$ cat config.mk
export PLATFORM = sky130hd
export DESIGN_NAME = slcan_command_line_decoder_unit
export DESIGN_NICKNAME = d
export VERILOG_FILES = /design/src/sv/slcd_pkg.sv /design/src/sv/slcd_in_stage.sv /design/src/sv/slcd_line_parser.sv /design/src/sv/slcd_out_stage.sv /design/src/sv/slcan_command_line_decoder_unit.sv
export SDC_FILE = /design/constraint.sdc
export NUM_CORES = 1
export LEC_CHECK = 0
export BUFFER_PORTS_ARGS = -buffer_cell sky130_fd_sc_hd__buf_2
export CORE_ASPECT_RATIO = 1.4
export CORE_MARGIN = 4
export CORE_UTILIZATION = 28
export CTS_BUF_LIST = sky130_fd_sc_hd__clkbuf_4
export CTS_CLUSTER_SIZE = 30
export DETAILED_ROUTE_END_ITERATION = 7
export PLACE_DENSITY_LB_ADDON = 0.15
export SETUP_SLACK_MARGIN = 0.1
export SLEW_MARGIN = 20
export SYNTH_ARGS = -nofsm -noshare
export SYNTH_HDL_FRONTEND = slang
export SYNTH_SLANG_ARGS = --single-unit
$ cat constraint.sdc
create_clock -name i_clk -period 8 [get_ports i_clk]
set_clock_uncertainty 0.05 [all_clocks]
set_input_delay 1.6 -clock i_clk [delete_from_list [all_inputs] [get_ports i_clk]]
set_output_delay 1.6 -clock i_clk [all_outputs]
set_load 0.02 [all_outputs]
$ cat src/sv/slcd_pkg.sv
// ----------------------------------------------------------------------------
// slcd_pkg
// Shared types, codes and helpers of the serial-line CAN command decoder.
// ----------------------------------------------------------------------------
`timescale 1ns / 1ps
`default_nettype none

package slcd_pkg;

    localparam int STD_ID_DIGITS  = 3;
    localparam int EXT_ID_DIGITS  = 8;
    localparam int MAX_DATA_BYTES = 8;

    localparam int CHAR_W  = 8;
    localparam int POS_W   = 5;
    localparam int KIND_W  = 3;
    localparam int RATE_W  = 2;
    localparam int ID_W    = 29;
    localparam int LEN_W   = 4;
    localparam int DATA_W  = 64;
    localparam int LANES   = DATA_W / 8;

    localparam logic [POS_W-1:0] POS_MAX = '1;

    // Command kinds
    localparam logic [KIND_W-1:0] KIND_OPEN  = 3'd0;
    localparam logic [KIND_W-1:0] KIND_CLOSE = 3'd1;
    localparam logic [KIND_W-1:0] KIND_RATE  = 3'd2;
    localparam logic [KIND_W-1:0] KIND_TX    = 3'd3;
    localparam logic [KIND_W-1:0] KIND_ERROR = 3'd4;

    // Command letters
    localparam logic [CHAR_W-1:0] CH_OPEN    = 8'h4F; // 'O'
    localparam logic [CHAR_W-1:0] CH_CLOSE   = 8'h43; // 'C'
    localparam logic [CHAR_W-1:0] CH_RATE    = 8'h53; // 'S'
    localparam logic [CHAR_W-1:0] CH_TX_STD  = 8'h74; // 't'
    localparam logic [CHAR_W-1:0] CH_TX_EXT  = 8'h54; // 'T'
    localparam logic [CHAR_W-1:0] CH_RTR_STD = 8'h72; // 'r'
    localparam logic [CHAR_W-1:0] CH_RTR_EXT = 8'h52; // 'R'
    localparam logic [CHAR_W-1:0] CH_UPPER_A = 8'h41; // 'A'

    localparam logic [CHAR_W-1:0] DIGIT_OFS  = 8'h30;
    localparam logic [CHAR_W-1:0] LETTER_OFS = 8'h37;

    localparam logic [CHAR_W-1:0] MAX_RATE = 8'd2;

    typedef struct packed {
        logic [CHAR_W-1:0] char_in;
        logic              last_char;
    } t_char_req;

    typedef struct packed {
        logic [KIND_W-1:0] command_kind;
        logic [RATE_W-1:0] bitrate_code;
        logic              extended_id;
        logic              remote_frame;
        logic [ID_W-1:0]   identifier;
        logic [LEN_W-1:0]  length_code;
        logic [DATA_W-1:0] payload;
    } t_result;

    function automatic logic [CHAR_W-1:0] to_digit(input logic [CHAR_W-1:0] c);
        return (c < CH_UPPER_A) ? c - DIGIT_OFS : c - LETTER_OFS;
    endfunction

endpackage

`default_nettype wire

$ cat src/sv/slcd_in_stage.sv
// ----------------------------------------------------------------------------
// slcd_in_stage
// Input register for incoming characters; holds a request until the parser
// takes it.
// ----------------------------------------------------------------------------
`timescale 1ns / 1ps
`default_nettype none

module slcd_in_stage (
    input  wire logic                i_clk,
    input  wire logic                i_rst_n,
    input  wire logic                i_valid,
    output logic                     o_stall,
    input  wire slcd_pkg::t_char_req i_req,
    input  wire logic                i_take,
    output logic                     o_valid,
    output slcd_pkg::t_char_req      o_req
);

    logic                r_valid;
    slcd_pkg::t_char_req r_req;
    logic                accept;

    assign o_stall = r_valid && !i_take;
    assign accept  = i_valid && !o_stall;

    always_ff @(posedge i_clk) begin
        if (!i_rst_n) begin
            r_valid <= 1'b0;
        end else if (accept) begin
            r_valid <= 1'b1;
        end else if (i_take) begin
            r_valid <= 1'b0;
        end
    end

    always_ff @(posedge i_clk) begin
        if (accept) begin
            r_req <= i_req;
        end
    end

    assign o_valid = r_valid;
    assign o_req   = r_req;

endmodule

`default_nettype wire

$ cat src/sv/slcd_line_parser.sv
// ----------------------------------------------------------------------------
// slcd_line_parser
// Per-line state and single-pass decode: folds each character into the
// position-indexed registers and forms the command on the last character.
// ----------------------------------------------------------------------------
`timescale 1ns / 1ps
`default_nettype none

module slcd_line_parser (
    input  wire logic                i_clk,
    input  wire logic                i_rst_n,
    input  wire logic                i_en,
    input  wire slcd_pkg::t_char_req i_req,
    output slcd_pkg::t_result        o_result
);

    logic [slcd_pkg::POS_W-1:0]  r_pos,    n_pos;
    logic [slcd_pkg::CHAR_W-1:0] r_letter, n_letter;
    logic [slcd_pkg::ID_W-1:0]   r_id,     n_id;
    logic [slcd_pkg::CHAR_W-1:0] r_len,    n_len;
    logic [slcd_pkg::CHAR_W-1:0] r_rate,   n_rate;
    logic [slcd_pkg::DATA_W-1:0] r_data,   n_data;

    logic                        is_ext;
    logic                        is_tx;
    logic                        is_rtr;
    logic [slcd_pkg::POS_W-1:0]  id_len;
    logic [slcd_pkg::POS_W-1:0]  id_back;
    logic [slcd_pkg::POS_W-1:0]  id_shift;
    logic [slcd_pkg::POS_W-1:0]  data_k;
    logic [slcd_pkg::CHAR_W-1:0] digit;
    logic [slcd_pkg::CHAR_W-1:0] nib;
    logic                        in_data;
    logic [slcd_pkg::DATA_W-1:0] pay_mask;
    slcd_pkg::t_result           res;

    always_comb begin
        digit    = slcd_pkg::to_digit(i_req.char_in);
        n_letter = (r_pos == '0) ? i_req.char_in : r_letter;
        is_ext   = (n_letter == slcd_pkg::CH_TX_EXT) || (n_letter == slcd_pkg::CH_RTR_EXT);
        is_rtr   = (n_letter == slcd_pkg::CH_RTR_STD) || (n_letter == slcd_pkg::CH_RTR_EXT);
        is_tx    = is_ext || is_rtr || (n_letter == slcd_pkg::CH_TX_STD);
        id_len   = is_ext ? slcd_pkg::POS_W'(slcd_pkg::EXT_ID_DIGITS)
                          : slcd_pkg::POS_W'(slcd_pkg::STD_ID_DIGITS);
        id_back  = id_len - r_pos;
        id_shift = {id_back[2:0], 2'b00};
        data_k   = r_pos - id_len - slcd_pkg::POS_W'(2);
        in_data  = (r_pos >= id_len + slcd_pkg::POS_W'(2))
                && (data_k < slcd_pkg::POS_W'(2 * slcd_pkg::MAX_DATA_BYTES));
        // high digit of a byte lands in the upper nibble
        nib      = data_k[0] ? digit : {digit[3:0], 4'h0};

        n_rate = (r_pos == slcd_pkg::POS_W'(1)) ? digit : r_rate;

        n_id = r_id;
        if (r_pos != '0 && r_pos <= id_len) begin
            n_id = r_id + (slcd_pkg::ID_W'(digit) << id_shift);
        end

        n_len = (r_pos != '0 && r_pos == id_len + slcd_pkg::POS_W'(1)) ? digit : r_len;

        n_data = r_data;
        for (int i = 0; i < slcd_pkg::LANES; i++) begin
            if (in_data && data_k[3:1] == 3'(i)) begin
                n_data[slcd_pkg::DATA_W-1-8*i -: 8] =
                    r_data[slcd_pkg::DATA_W-1-8*i -: 8] + nib;
            end
        end

        n_pos = (r_pos == slcd_pkg::POS_MAX) ? r_pos : r_pos + slcd_pkg::POS_W'(1);

        // keep only bytes below the length code
        for (int i = 0; i < slcd_pkg::LANES; i++) begin
            pay_mask[slcd_pkg::DATA_W-1-8*i -: 8] =
                (slcd_pkg::CHAR_W'(i) < n_len) ? 8'hFF : 8'h00;
        end

        res = '0;
        unique case (n_letter)
            slcd_pkg::CH_OPEN: begin
                res.command_kind = slcd_pkg::KIND_OPEN;
            end
            slcd_pkg::CH_CLOSE: begin
                res.command_kind = slcd_pkg::KIND_CLOSE;
            end
            slcd_pkg::CH_RATE: begin
                if (n_rate <= slcd_pkg::MAX_RATE) begin
                    res.command_kind = slcd_pkg::KIND_RATE;
                    res.bitrate_code = n_rate[slcd_pkg::RATE_W-1:0];
                end else begin
                    res.command_kind = slcd_pkg::KIND_ERROR;
                end
            end
            default: begin
                if (is_tx && n_len <= slcd_pkg::CHAR_W'(slcd_pkg::MAX_DATA_BYTES)) begin
                    res.command_kind = slcd_pkg::KIND_TX;
                    res.extended_id  = is_ext;
                    res.remote_frame = is_rtr;
                    res.identifier   = n_id;
                    res.length_code  = n_len[slcd_pkg::LEN_W-1:0];
                    res.payload      = n_data & pay_mask;
                end else begin
                    res.command_kind = slcd_pkg::KIND_ERROR;
                end
            end
        endcase
    end

    // clear the line state after its last character
    always_ff @(posedge i_clk) begin
        if (!i_rst_n) begin
            r_pos    <= '0;
            r_letter <= '0;
            r_id     <= '0;
            r_len    <= '0;
            r_rate   <= '0;
            r_data   <= '0;
        end else if (i_en) begin
            if (i_req.last_char) begin
                r_pos    <= '0;
                r_letter <= '0;
                r_id     <= '0;
                r_len    <= '0;
                r_rate   <= '0;
                r_data   <= '0;
            end else begin
                r_pos    <= n_pos;
                r_letter <= n_letter;
                r_id     <= n_id;
                r_len    <= n_len;
                r_rate   <= n_rate;
                r_data   <= n_data;
            end
        end
    end

    assign o_result = res;

`ifndef NO_ASSERTIONS
    a_line_restart: assert property (@(posedge i_clk) disable iff (!i_rst_n)
        i_en && i_req.last_char |=> r_pos == '0 && r_letter == '0)
        else $error("line state not cleared after last character");

    a_non_tx_clean: assert property (@(posedge i_clk) disable iff (!i_rst_n)
        res.command_kind != slcd_pkg::KIND_TX |->
            res.identifier == '0 && res.payload == '0 && res.length_code == '0
            && !res.extended_id && !res.remote_frame)
        else $error("frame fields set on a non-transmit command");

    a_tx_length: assert property (@(posedge i_clk) disable iff (!i_rst_n)
        res.command_kind == slcd_pkg::KIND_TX |->
            res.length_code <= slcd_pkg::LEN_W'(slcd_pkg::MAX_DATA_BYTES))
        else $error("transmit with length code out of range");
`endif

endmodule

`default_nettype wire

$ cat src/sv/slcd_out_stage.sv
// ----------------------------------------------------------------------------
// slcd_out_stage
// Result register: holds a decoded command until the receiver takes it.
// ----------------------------------------------------------------------------
`timescale 1ns / 1ps
`default_nettype none

module slcd_out_stage (
    input  wire logic              i_clk,
    input  wire logic              i_rst_n,
    input  wire logic              i_load,
    input  wire slcd_pkg::t_result i_result,
    output logic                   o_busy,
    output logic                   o_valid,
    input  wire logic              i_stall,
    output slcd_pkg::t_result      o_result
);

    logic              r_valid;
    slcd_pkg::t_result r_result;

    assign o_busy = r_valid && i_stall;

    always_ff @(posedge i_clk) begin
        if (!i_rst_n) begin
            r_valid <= 1'b0;
        end else if (i_load) begin
            r_valid <= 1'b1;
        end else if (!i_stall) begin
            r_valid <= 1'b0;
        end
    end

    always_ff @(posedge i_clk) begin
        if (i_load) begin
            r_result <= i_result;
        end
    end

    assign o_valid  = r_valid;
    assign o_result = r_result;

endmodule

`default_nettype wire

$ cat src/sv/slcan_command_line_decoder_unit.sv
// ----------------------------------------------------------------------------
// slcan_command_line_decoder_unit
// Serial-line CAN ASCII command decoder: one character per request, one
// decoded command per line.
// ----------------------------------------------------------------------------
// Characters of a command line enter one per clock unless input stalls;
// i_last_char marks the end of the line. A character passes an input
// register, then is folded into the line state in a single pass, so a new
// character is taken every cycle while input does not stall. On the last
// character the decoded command (open, close, set bitrate, transmit or
// error) is loaded into the result register. No gap is needed between
// lines; input only stalls when a finished command sits unclaimed in the
// result register and another last character is waiting behind it.
`timescale 1ns / 1ps
`default_nettype none

module slcan_command_line_decoder_unit (
    input  wire logic        i_clk,
    input  wire logic        i_rst_n,
    input  wire logic        i_valid,
    output logic             o_stall,
    input  wire logic [7:0]  i_char_in,
    input  wire logic        i_last_char,
    output logic             o_valid,
    input  wire logic        i_stall,
    output logic [2:0]       o_command_kind,
    output logic [1:0]       o_bitrate_code,
    output logic             o_extended_id,
    output logic             o_remote_frame,
    output logic [28:0]      o_identifier,
    output logic [3:0]       o_length_code,
    output logic [63:0]      o_payload
);

    slcd_pkg::t_char_req in_req;
    slcd_pkg::t_char_req cur_req;
    slcd_pkg::t_result   dec_result;
    slcd_pkg::t_result   out_result;
    logic                cur_valid;
    logic                out_busy;
    logic                take;

    assign in_req.char_in   = i_char_in;
    assign in_req.last_char = i_last_char;

    // advance unless a last character would overwrite an unclaimed result
    assign take = cur_valid && !(cur_req.last_char && out_busy);

    slcd_in_stage u_in (
        .i_clk   (i_clk),
        .i_rst_n (i_rst_n),
        .i_valid (i_valid),
        .o_stall (o_stall),
        .i_req   (in_req),
        .i_take  (take),
        .o_valid (cur_valid),
        .o_req   (cur_req)
    );

    slcd_line_parser u_parser (
        .i_clk    (i_clk),
        .i_rst_n  (i_rst_n),
        .i_en     (take),
        .i_req    (cur_req),
        .o_result (dec_result)
    );

    slcd_out_stage u_out (
        .i_clk    (i_clk),
        .i_rst_n  (i_rst_n),
        .i_load   (take && cur_req.last_char),
        .i_result (dec_result),
        .o_busy   (out_busy),
        .o_valid  (o_valid),
        .i_stall  (i_stall),
        .o_result (out_result)
    );

    assign o_command_kind = out_result.command_kind;
    assign o_bitrate_code = out_result.bitrate_code;
    assign o_extended_id  = out_result.extended_id;
    assign o_remote_frame = out_result.remote_frame;
    assign o_identifier   = out_result.identifier;
    assign o_length_code  = out_result.length_code;
    assign o_payload      = out_result.payload;

endmodule

`default_nettype wire
# After elaboration in Yosys (flattened, before gate mapping)
# Cells that the tools add are included.
[totals]
ff_bits = 237
input_bits = 13
out_inout_bits = 106
word_cells = 139
[op_classes]
add_sub_neg = 17
magnitude_cmp = 14
n_eq_ne = 19
n_shift = 1
mux = 37
n_bitwise = 2
n_reduce_logical = 32
[ops]
columns = ["operator", "n"]
rows = [
  ["$mux 8", 24],
  ["$add 8x8->8", 8],
  ["$and 64x64->64", 1],
  ["$mux 64", 1],
  ["$mux 29", 2],
  ["$eq 8x7->1 const B", 7],
  ["$lt 3x8->1 const A", 4],
  ["$add 29x29->29", 1],
  ["$shl 8x5->29", 1],
  ["$logic_and 1x1->1", 18],
  ["$lt 1x8->1 const A", 2],
  ["$lt 2x8->1 const A", 2],
  ["$sub 8x6->8 const B", 2],
  ["$eq 3x3->1 const B", 4],
  ["$mux 5", 2],
  ["$pmux 3 s3", 1],
  ["$le 8x2->1 const B", 1],
  ["$le 8x4->1 const B", 1],
  ["$lt 8x7->1 const B", 1],
  ["$eq 3x2->1 const B", 2],
  ["$mux 3", 2],
  ["$add 4x1->5 const B", 1],
  ["$add 4x2->5 const B", 1],
  ["$add 5x1->5 const B", 1],
  ["other kinds (23)", 32],
]

# Depth between registers and ports, before layout
[depth]
ltp_word = 13
ltp_mapped = 25

# Cells and area by module
# Synthesis repeated with hierarchy kept, for this count alone.
[hier_totals]
hier_cells = 1565
hier_area_um2 = 14293.7
[modules_own_cells]
columns = ["mod", "n_inst", "cells_per_inst", "area_per_inst_um2", "seq_area_each_um2"]
rows = [
  ["slcd_line_parser", 1, 1443, 10800.4, 2442.3],
  ["slcd_out_stage", 1, 107, 3159.3, 3143.0],
  ["slcd_in_stage", 1, 13, 317.8, 290.3],
  ["slcan_command_line_decoder_unit", 1, 2, 16.3, 0.0],
]

# Least setup slack after synthesis
# OpenSTA, ideal clock, no wires.
[synth_timing]
path_kind = "register to register"
startpoint = "register u_parser.r_pos[1] (netlist bit)"
endpoint = "register u_parser.r_id[27] (netlist bit)"
t_arrival_ps = 6241
slack_ps = 1592
stages_incl_launch_ff = 22
n_path_buf = 3
synth_period_minus_slack_ps = 6408
cell_sequence = "dfxtp_1 inv_1 ha_1 nor4b_1 buf_2 mux2_2 a21oi_1 o211ai_1 ha_1 clkbuf_1 clkbuf_1 nor2_1 a21oi_1 nor2_1 ha_1 a21o_1 a21o_1 or3_1 o21ai_1 or4b_1 and3_1 a22o_1"
[synth_between]
elab_chain_len = 10
elab_cells_between_ends = 14
[synth_rtl]
columns = ["element", "line_no", "text"]
rows = [
  ["from (decl)", "slcd_line_parser.sv:17", "logic [slcd_pkg::POS_W-1:0] r_pos, n_pos;"],
  ["from (signal assigned)", "slcd_line_parser.sv:127", "r_pos <= n_pos;"],
  ["$logic_not 5->1", "slcd_line_parser.sv:39", "n_letter = (r_pos == '0) ? i_req.char_in : r_letter;"],
  ["$mux 8", "slcd_line_parser.sv:39", ""],
  ["$eq 8x7->1", "slcd_line_parser.sv:40", "is_ext = (n_letter == slcd_pkg::CH_TX_EXT) || (n_letter == slcd_pkg::CH_RTR_EXT);"],
  ["$logic_or 1x1->1", "slcd_line_parser.sv:40", ""],
  ["$mux 4", "slcd_line_parser.sv:43", "id_len = is_ext ? slcd_pkg::POS_W'(slcd_pkg::EXT_ID_DIGITS)"],
  ["$sub 3x3->3", "slcd_line_parser.sv:45", "id_back = id_len - r_pos;"],
  ["$shl 8x5->29", "slcd_line_parser.sv:57", "n_id = r_id + (slcd_pkg::ID_W'(digit) << id_shift);"],
  ["$add 29x29->29", "slcd_line_parser.sv:57", ""],
  ["$mux 29 (*)", "slcd_line_parser.sv:56", "if (r_pos != '0 && r_pos <= id_len) begin"],
  ["$mux 29 (*)", "slcd_line_parser.sv:119", "if (i_req.last_char) begin"],
  ["to (signal assigned)", "slcd_line_parser.sv:129", "r_id <= n_id;"],
  ["to (decl)", "slcd_line_parser.sv:19", "logic [slcd_pkg::ID_W-1:0] r_id, n_id;"],
]
# Mark *: on every way between the ends. The rest lies on a longest branch, timed or not.
# A chain may end at the register's enable or synchronous reset.

# Worst setup path after layout
[layout_timing]
startpoint = "register u_parser.r_pos[1] (netlist bit)"
endpoint = "register u_out.r_result (netlist bit u_out.o_result[94]) (data pin)"
[layout_between]
elab_chain_len = 13
elab_cells_between_ends = 29
[layout_rtl]
columns = ["element", "line_no", "text"]
rows = [
  ["$logic_not 5->1 (*)", "slcd_line_parser.sv:39", ""],
  ["$mux 8 (*)", "slcd_line_parser.sv:39", ""],
  ["$eq 8x7->1", "slcd_line_parser.sv:40", ""],
  ["$logic_or 1x1->1 (*)", "slcd_line_parser.sv:40", ""],
  ["via u_parser.is_ext", "slcd_line_parser.sv:24", "logic is_ext;"],
  ["branches (longest 9 deep; another with $add 29x29->29)", "n/a", ""],
  ["to (signal assigned)", "slcd_out_stage.sv:36", "r_result <= i_result;"],
  ["to (decl)", "slcd_out_stage.sv:20", "slcd_pkg::t_result r_result;"],
]
# Mark *: on every way through the listed nets, which the timed path passes.

==> flow_metrics.env <==
export IMPL_status="finished clean"
export IMPL_post_route_min_period_ps=6880
export IMPL_wl_met2_mm=24.5
export IMPL_hold_path_end="u_parser.r_id[23]"
export IMPL_worstPathMaxFanout=12
export IMPL_pwr_density_cell_nw_per_um2=170
export IMPL_gp_congestion=0.868
export IMPL_critPathCaptureType="flip-flop"
export IMPL_yosysUniqueCellTypes=86
export IMPL_die_area_um2=56400
export IMPL_grt_overflow_total=0
export IMPL_drv_cap=0
export IMPL_ir_drop_v=0.0000794
export IMPL_worst_r2r_cell_count=23
export IMPL_ys_seq_area_share_pct=39.9
export IMPL_reg2reg_setup_slack_ps=1120
export IMPL_rows=99
export IMPL_fin_crit_sh_pct=86.0
export IMPL_worstReg2RegEnd="u_out.o_result[94]"
export IMPL_cts_setup_buffers=0
export IMPL_tns_ps=0
export IMPL_cp_arrival_ps=7460
export IMPL_highest_layer="met4"
export IMPL_final_hold_viol_count=0
export IMPL_cp_required_ps=8580
export IMPL_rsz0062_at_grt="no"
export IMPL_vias=12900
export IMPL_final_setup_viol_count=0
export IMPL_numPortBuffers=118
export IMPL_start_kind="flip-flop"
export IMPL_drive_gt1_share_pct=16.8
export IMPL_fp_dieH_um=279
export IMPL_pre_cts_ws_ps=1190
export IMPL_layout_area_overhead_vs_synth_pct=16.4
export IMPL_placed_area_um2=16200
export IMPL_dieWidth_um=202
export IMPL_path_clk_slew_ps=60
export IMPL_dr_pass1_iters=5
export IMPL_setup_ws_ps=1120
export IMPL_worstSetupPathType="flip-flop to flip-flop"
export IMPL_hp_class="flip-flop to flip-flop"
export IMPL_power_leakage_uw=0.00665
export IMPL_drt_iter0_markers=633
export IMPL_yosys_warnings=0
export IMPL_clockRootBuffer="clkbuf_4"
export IMPL_syn_inst=1614
export IMPL_cts_tree="built"
export IMPL_clock_latency_ps=790
export IMPL_synthArstFlopShare_pct=0
export IMPL_core_area_um2=52100
export IMPL_hold_start="u_parser.r_id[23]"
export IMPL_postRouteAntennaNets=0
export IMPL_initial_utilization_pct=28.2
export IMPL_grt_max_degree=66
export IMPL_synth_main_ff_cell="dfxtp_1"
export IMPL_fmax_ghz=0.145
export IMPL_vias_per_cell=5.11
export IMPL_critPathLaunch="u_parser.r_pos[1]"
export IMPL_layout_cells_most_common="nor2_1"
export IMPL_nFillCells=5565
export IMPL_timing_slew_headroom_pct=30.0
export IMPL_cts_hold_buffers=0
export IMPL_reg2reg_from="u_parser.r_pos[1]"
export IMPL_cts_buffers=70
export IMPL_grt_pass1_wl_mm=75.1
export IMPL_hpwl_mm=34.8
export IMPL_avgSynthCellArea_um2=9.12
export IMPL_avgRoutedWirePerCell_um=19.2
export IMPL_final_nets=1893
export IMPL_dp_cells=2399
export IMPL_worstMarginPinSlew_ps=1050
export IMPL_wl_met1_mm=19.9
export IMPL_ios=119
export IMPL_final_cell_mix="182 x nor2_1, 159 x a21oi_1, 141 x nand2_1"
export IMPL_grt_pass1_vias=13100
export IMPL_antenna_found_initial=2
export IMPL_synth_seq_cells=237
export IMPL_cts_sinks=237
export IMPL_hold_depth=2
export IMPL_cts_resized=0
export IMPL_ctsLongestPathBuffers=3
export IMPL_synth_edf_count=113
export IMPL_stdcell_count=2528
export IMPL_wirelength_mm=48.5
export IMPL_maxSlewViolCount=0
export IMPL_syn_cell_area_um2=14700
export IMPL_final_area_um2=17100
export IMPL_h_tree_depth=3
export IMPL_grt_usage_pct=16.9
export IMPL_final_core_util_pct=32.9
export IMPL_multi_input_area_um2=8430
export IMPL_synth_nets=1743
export IMPL_wl_met3_mm=2.27
export IMPL_drc=0
export IMPL_seqCellArea_um2=5880
-- area by class of cell --
| class | count | share of cell area [%] |
|---|---|---|
| clock inverter | 17 | 0.693 |
| sequential | 237 | 34.3 |
| tap | 707 | 5.16 |
| timing repair buffer | 147 | 4.72 |
| multi-input combinational | 1257 | 49.2 |
| clock buffer | 110 | 4.82 |
| inverter | 51 | 1.13 |
| antenna | 2 | 0.0292 |
-- worst max path at each step --
stage / slack [ps] / endpoint / cells after the start
final: 1120 / u_out.o_result[94] / 23
after global routing: 380 / u_out.o_result[94] / 23
after CTS: 1120 / u_out.o_result[94] / 23
after detailed placement: 1190 / u_out.o_result[94] / 23
after global placement: 1370 / u_out.o_result[94] / 23
after floorplan: 1590 / u_parser.r_id[27] / 21
-- per-stage QoR --
stage	total power, uW	hold slack (ps)
after floorplan	1550	390
after global placement	1680	408
after detailed placement	1680	410
after CTS	2980	421
after global routing	3080	451
final	2910	420
-- critical path, stage by stage, from the launching register on --
cell       delay, ps
dfxtp_1          400
inv_1            200
ha_1             190
nor4b_2          180
buf_4            230
mux2_2           380
a21oi_1          400
o211ai_1         400
inv_1            330
ha_1             250
fa_1             470
inv_1            120
nor2_1            80
a22o_1           250
and2_1           170
ha_1             460
nand4_1          210
nor3_1           260
o311ai_0         180
o211a_1          200
a2111oi_0        680
nor4_1           130
or3_1            330
a21oi_1          150
-- per-layer routing --
metal	vias up	global-route usage, %
met5	-	0
met4	0	7.93
met3	100	3.14
met2	352	30.1
met1	6161	19.7
li1	6309	-
-- registers in the layout, summed over array words and instances (netlist names) --
register,flops
u_parser.r_pos,5
u_in.o_valid,1
u_parser.r_len,8
u_parser.r_data,64
u_parser.r_rate,8
u_in.o_req,9
u_out.o_valid,1
u_parser.r_id,29
u_parser.r_letter,8
u_out.o_result,104
-- cell usage after synthesis, types with 6 or more instances --
| cell | instances | share of area (%) |
|---|---|---|
| nor2_1 | 186 | 4.7 |
| a21oi_1 | 160 | 5.4 |
| nand2_1 | 141 | 3.6 |
| dfxtp_1 | 124 | 17 |
| edfxtp_1 | 113 | 23 |
| ha_1 | 104 | 8.8 |
| o21ai_0 | 78 | 2.7 |
| clkbuf_1 | 59 | 1.5 |
| xnor2_1 | 52 | 3.1 |
| inv_1 | 50 | 1.3 |
| nand3_1 | 45 | 1.5 |
| a21o_1 | 43 | 2.2 |
| a22oi_1 | 42 | 2.1 |
| nor3_1 | 40 | 1.4 |
| mux2i_1 | 37 | 2.5 |
| a22o_1 | 31 | 1.8 |
| xor2_1 | 20 | 1.2 |
| a211oi_1 | 16 | 0.82 |
| nor2b_1 | 16 | 0.68 |
| nor4_1 | 15 | 0.64 |
| or3_1 | 15 | 0.64 |
| o21bai_1 | 14 | 0.71 |
| fa_1 | 12 | 1.6 |
| o21a_1 | 12 | 0.61 |
| a31oi_1 | 10 | 0.42 |
| o211ai_1 | 10 | 0.51 |
| buf_2 | 9 | 0.31 |
| or2_2 | 9 | 0.38 |
| and2_1 | 8 | 0.34 |
| and3_1 | 8 | 0.34 |
| nand2b_1 | 8 | 0.34 |
| nand4_1 | 8 | 0.34 |
| o31a_1 | 8 | 0.48 |
| o2bb2ai_1 | 7 | 0.42 |
| a2111oi_0 | 6 | 0.36 |
| nand3b_1 | 6 | 0.31 |
-- kinds of logic (layout without fill, tap and decap cells) --
kind of cell,count (synthesis),count (layout),synth area share [%]
XOR/XNOR,73,73,4.39
adder cells (fa/ha/maj),116,116,10.5
other,0,2,0
AO/OA/AOI/OAI,494,494,22.3
flip-flops,237,237,39.9
multiplexers,41,41,2.82
buffers and inverters,120,325,3.14
AND/OR/NAND/NOR,533,533,17.0
-- report_power, final --
part | internal [uW] | switching [uW]
sequential | 1280 | 13.4
combinational | 112 | 245
clock | 688 | 570
total | 2080 | 828
Note: power is estimated with default switching activity, not from simulation.
